**config.mk**
```make
export PLATFORM = sky130hd
export DESIGN_NAME = ncv_div
export DESIGN_NICKNAME = d
export VERILOG_FILES = /design/src/hw/rtl/ncv_div.sv
export SDC_FILE = /design/constraint.sdc
export NUM_CORES = 1
export LEC_CHECK = 0
export ABC_AREA = 1
export BUFFER_PORTS_ARGS = -buffer_cell sky130_fd_sc_hd__buf_2
export CORE_MARGIN = 2
export CORE_UTILIZATION = 58
export DETAILED_ROUTE_END_ITERATION = 16
export GPL_TIMING_DRIVEN = 0
export PLACE_DENSITY = 0.83
export SLEW_MARGIN = 10
export SYNTH_ARGS = -nofsm -noshare
export SYNTH_HDL_FRONTEND = slang
export SYNTH_SLANG_ARGS = --single-unit
```
**constraint.sdc**
```tcl
create_clock -name clk -period 5.8 [get_ports clk]
set_input_delay 0.29 -clock clk [delete_from_list [all_inputs] [get_ports clk]]
set_output_delay 0.29 -clock clk [all_outputs]
set_load 0.02 [all_outputs]
```
**src/hw/rtl/ncv_div.sv**
```systemverilog
// restoring divider, one quotient bit per cycle
`default_nettype none
module ncv_div #(
  parameter int NUM_W = 22,
  parameter int DEN_W = 13
) (
  input  wire logic             clk,
  input  wire logic             rst_n,
  input  wire logic             start,
  input  wire logic [NUM_W-1:0] num,
  input  wire logic [DEN_W-1:0] den,
  output logic                  done,
  output logic      [NUM_W-1:0] quo
);

  localparam int CW = $clog2(NUM_W + 1);

  logic [DEN_W-1:0] rem_r, rem_nxt;
  logic [DEN_W-1:0] den_r;
  logic [NUM_W-1:0] quo_r, quo_nxt;
  logic [CW-1:0]    cnt_r;
  logic             busy_r;
  logic             done_r;
  logic [DEN_W:0]   trial;

  always_comb begin
    trial   = {rem_r, quo_r[NUM_W-1]};
    rem_nxt = rem_r;
    quo_nxt = {quo_r[NUM_W-2:0], 1'b0};
    if (trial >= {1'b0, den_r}) begin
      rem_nxt    = DEN_W'(trial - {1'b0, den_r});
      quo_nxt[0] = 1'b1;
    end else begin
      rem_nxt = trial[DEN_W-1:0];
    end
  end

  always_ff @(posedge clk) begin
    if (!rst_n) begin
      busy_r <= 1'b0;
      done_r <= 1'b0;
      cnt_r  <= '0;
    end else begin
      done_r <= 1'b0;
      if (start) begin
        busy_r <= 1'b1;
        cnt_r  <= '0;
      end else if (busy_r) begin
        cnt_r <= cnt_r + 1'b1;
        if (cnt_r == CW'(NUM_W - 1)) begin
          busy_r <= 1'b0;
          done_r <= 1'b1;
        end
      end
    end
  end

  always_ff @(posedge clk) begin
    if (start) begin
      rem_r <= '0;
      den_r <= den;
      quo_r <= num;
    end else if (busy_r) begin
      rem_r <= rem_nxt;
      quo_r <= quo_nxt;
    end
  end

  assign done = done_r;
  assign quo  = quo_r;

endmodule
`default_nettype wire

```
# [Word-level counts from Yosys, hierarchy flattened]
# Index checks and enable logic that the tools add are counted.
[totals] regBits=55 out_inout_bits=23 elab_cells=23
[classes] add_sub_neg=2 magnitude_cmp=1 eq_ne=1 muxes=8 n_bitwise=2 n_reduce_logical=3
[op_table] operator="22-bit two-way mux" n=2
[op_table] operator="14-bit by 13-bit >= comparator with 1-bit output" n=1
[op_table] operator="13-bit two-way mux" n=1
[op_table] operator="13-bit subtractor" n=1
[op_table] operator="5-bit by 1-bit adder with 5-bit output, second input constant" n=1
[op_table] operator="5-bit equality test, second input constant" n=1
[op_table] operator="1-bit two-way mux" n=5
[op_table] operator="3-bit OR reduction" n=1
[op_table] operator="1-bit NOT" n=2
[op_table] operator="2-bit nonzero test" n=1
[op_table] operator="2-bit OR reduction" n=1

# [Depth between registers and ports, before layout]
[depth] word_depth=4 ltp_mapped=14 ltp_nobuf=13

# [Worst setup path after synthesis]
# OpenSTA, ideal clock, no wires.
[synth_timing] path_type="register -> register" start="register quo_r[21] (netlist: quo[21])" end="register quo_r[0] (netlist: quo[0]) (data pin)" setup_time_ns=0.253 t_arrival_ns=1.899 slack_ns=3.649 stages_incl_launch_ff=14 period_less_slack_ns=2.151 path_cell_list="edfxtp_1 -> inv_1 -> ha_1 -> inv_1 -> fa_1 -> nand2_1 -> nand2_1 -> nand3_1 -> nand2_1 -> nand2_4 -> nand3_4 -> buf_8 -> nand2_1 -> nand2_1"
[synth_via] elab_chain_cells=4
[synth_rtl] element="start: declaration" line="20" text="logic [NUM_W-1:0] quo_r, quo_nxt;"
[synth_rtl] element="start signal: assignment" line="62" text="quo_r <= num;"
[synth_rtl] element="start signal: assignment" line="65" text="quo_r <= quo_nxt;"
[synth_rtl] element="14-bit by 13-bit >= comparator with 1-bit output" line="30" text="if (trial >= {1'b0, den_r}) begin"
[synth_rtl] element="1-bit two-way mux" line="30"
[synth_rtl] element="22-bit two-way mux" line="63" text="end else if (busy_r) begin"
[synth_rtl] element="22-bit two-way mux" line="59" text="if (start) begin"
# No other way between the ends. The select of a mux whose other input is x is not followed.
# A chain may end at the register's enable or synchronous reset.

# [Final worst setup path]
[layout_timing] start="register quo_r[21] (netlist: quo[21])" end="register rem_r[7]"
[layout_via] elab_chain_cells=2 elab_cells_between_ends=3 cone_classes="1 x add/sub; 1 x order compare; 1 x mux"
[layout_rtl] element="13-bit subtractor or 14-bit by 13-bit >= comparator with 1-bit output (tied branches)" line="31, 30"
[layout_rtl] element="13-bit two-way mux (*)" line="30"
[layout_rtl] element="end signal: assignment" line="64" text="rem_r <= rem_nxt;"
[layout_rtl] element="end: declaration" line="18" text="logic [DEN_W-1:0] rem_r, rem_nxt;"
# Mark *: on every way between the ends. The rest lies on a longest branch, timed or not.

==> results.md <==
* Vias in the first global route at 2637
* DP HPWL at 5160 microns
* Initial drt markers at 159
* Syn Inst Count at 409
* Total track usage at 0.239
* Cell internal pwr at 586 uW
* Post-synth top area share at 0.328
* Yosys top cell by area: edfxtp_1
* Yosys warnings at 0
* First-pass GRT wire length at 11500 microns
* Die W at 78.4 microns
* Worst-path maximum fanout at 10
* Initial antenna violation count at 0
* Layout cells sized above 1 at 0.203
* Distinct cells, synth at 31
* Area contributors post-synth: edfxtp_1, nand2_1, dfxtp_1
* # clock sinks at 55
* GPL Wtd Cong at 0.945
* Achievable Freq at 415 MHz
* Cell row count at 27
* Vias after detailed routing at 2802
* Seq pwr share at 0.551
* Setup tns final at 0 ns
* NetSw at 247 uW
* Ports at 61
* Hold buffers post-CTS at 0
* GRT overflow at 0
* Final-report hold violation count at 0
* Max VDD drop at 0.165 mV
* Clk_skew at 0.0127 ns
* Core footprint at 5440 sq um
* Critical path class: reg2reg
* Cell Pwr Density at 225 nW/um^2
* Commonest non-fill, non-tap cells in the layout: nand2_1, inv_1, buf_2
* CTS H-tree lvls at 2
* # nets final at 530
* Number of antenna cells inserted at 0
* Worst Hold Path Cells at 1
* Syn Area/Cell at 7.84 sq um
* Clock Latency Late Sink at 0.32 ns
* Max Cap Viol at 0
* Root Buffer: clkbuf_8
* Routed WL at 6830 microns
* Post-CTS resize count at 0
* Die Y at 78.4 microns
* Post-DRT Antenna Nets at 0
* # Post-CTS Setup Buffers at 0
* Slew headroom at 0.310
* Final Max Tran Viols at 0
* Longest Clk Path Bufs at 2
* Vias per inst at 5.10
* Hold WC Path Type: in2reg
* Pre-antenna DRT Iters at 4
* Status: complete, no violations
* CP arrival at 2.58 ns
* CTS tree: done
* R2R cell count at 13
* Total CTS buffers at 5
* Net Sw Frac at 0.297
* Worst Tran Pin Value at 1.03 ns
* RSZ-0062 raised after global routing: false
* Mapped Nets at 463
* Commonest non-fill, non-tap cell in the layout: nand2_1
* Initial core utilization at 0.590
* Final setup margin at 3.39 ns
* Power share of the clock group at 0.275
* P&R area growth vs syn at 15.2%
* DR DRC count at 0
* Leak at 0.00192 uW
* Routed len/inst at 12.4 microns
* # setup viols final at 0
* CP Capture Type: flip-flop
* Req. time, crit path at 5.97 ns
* Min Tclk post-route at 2.41 ns
* Place WS at 3.39 ns
* CTS clk-pin slew, worst paths at 0.12 ns
* Full die area at 6140 sq um
* Synth Register Bits at 55
* Port Buffer Count at 60
* Largest net degree at the start of global routing at 29
* Final cycle utilization of the critical path at 0.416
* Mapped Area at 3210 sq um
* Startpoint types: flip-flop
* Combinational share of power at 0.174
* Sequential share of the synthesized area at 0.452
[stage by stage]
step	util	std cells	hold slack, ns	power [uW]	instance area [sq um]
after global routing	0.679	549	0.128	873	3690
final	0.679	549	0.143	833	3690
after floorplan	-	409	0.389	562	3210
after detailed placement	0.662	541	0.466	612	3600
after CTS	0.679	549	0.138	835	3690
after global placement	0.662	541	0.457	608	3600
[power groups by stage]
| stage | clock (uW) | combinational, uW | sequential (uW) |
|---|---|---|---|
| after floorplan | 0 | 76.6 | 486 |
| after global placement | 0 | 141 | 467 |
| after detailed placement | 0 | 145 | 467 |
| after CTS | 231 | 145 | 459 |
| after global routing | 248 | 163 | 462 |
| final | 229 | 145 | 459 |
[cell type report]
type | instances | area (sq um)
fillers | 457 | 1740
flip-flops and latches | 55 | 1450
multi-input cells | 272 | 1430
repair buffers | 60 | 300
inverters | 70 | 263
well taps | 72 | 90.1
clock buffers | 5 | 68.8
plain buffers | 12 | 63.8
clock inverters | 3 | 27.5
[flip-flops by register name (all words and copies together) (netlist names)]
| name | count |
|---|---|
| cnt_r | 5 |
| den_r | 13 |
| rem_r | 13 |
| busy_r | 1 |
| quo | 22 |
| done | 1 |
[worst max-delay path, cell delays in order, from the launching register on]
cell and delay [ns]:
edfxtp_1 0.41, inv_1 0.11, ha_1 0.14, inv_1 0.08, fa_1 0.44, nand2_1 0.10, nand2_1 0.06, nand3_1 0.08
nand2_1 0.15, nand2_4 0.12, buf_2 0.24, nand4_1 0.13, nand3_1 0.11, o21ai_0 0.08
[logic make-up (layout without fill, tap and decap cells)]
kind of cell / after synthesis / count (layout) / share of synthesized area
adder cells (fa/ha/maj): 16 / 16 / 0.0647
AO/OA/AOI/OAI: 17 / 17 / 0.0320
buffers and inverters: 82 / 150 / 0.102
flip-flops: 55 / 55 / 0.452
AND/OR/NAND/NOR: 233 / 233 / 0.333
XOR/XNOR: 6 / 6 / 0.0164
[path summary, 6_finish.rpt]
path | startpoint | to | slack (ns)
max | quo[21]$_DFFE_PP_ | rem_r[7]$_SDFFE_PP0P_ | 3.39
min | den[3] | den_r[3]$_DFFE_PP_ | 0.14
max reg2reg | quo[21]$_DFFE_PP_ | rem_r[7]$_SDFFE_PP0P_ | 3.39
min reg2reg | rem_r[12]$_SDFFE_PP0P_ | rem_r[12]$_SDFFE_PP0P_ | 0.48
[routing by layer]
metal  global-route usage  vias to the layer above  wire (microns)
met1                0.308                     1269            2960
met5                    0                        -               0
met3               0.0448                       14             425
met2                0.391                       91            3260
met4                0.112                        0             184
li1                     -                     1428               -
[synthesized netlist by cell type, drive strengths merged]
master	n
fa	1
o21ai	8
edfxtp	35
inv	70
nand2	159
nor3	2
nand4	18
xnor2	5
ha	15
nor2	18
nor3b	1
nand3	33
buf	7
and2	2
clkbuf	5
dfxtp	20
a21oi	8
o211ai	1
xor2	1
Power figures use the tool's default switching activity.
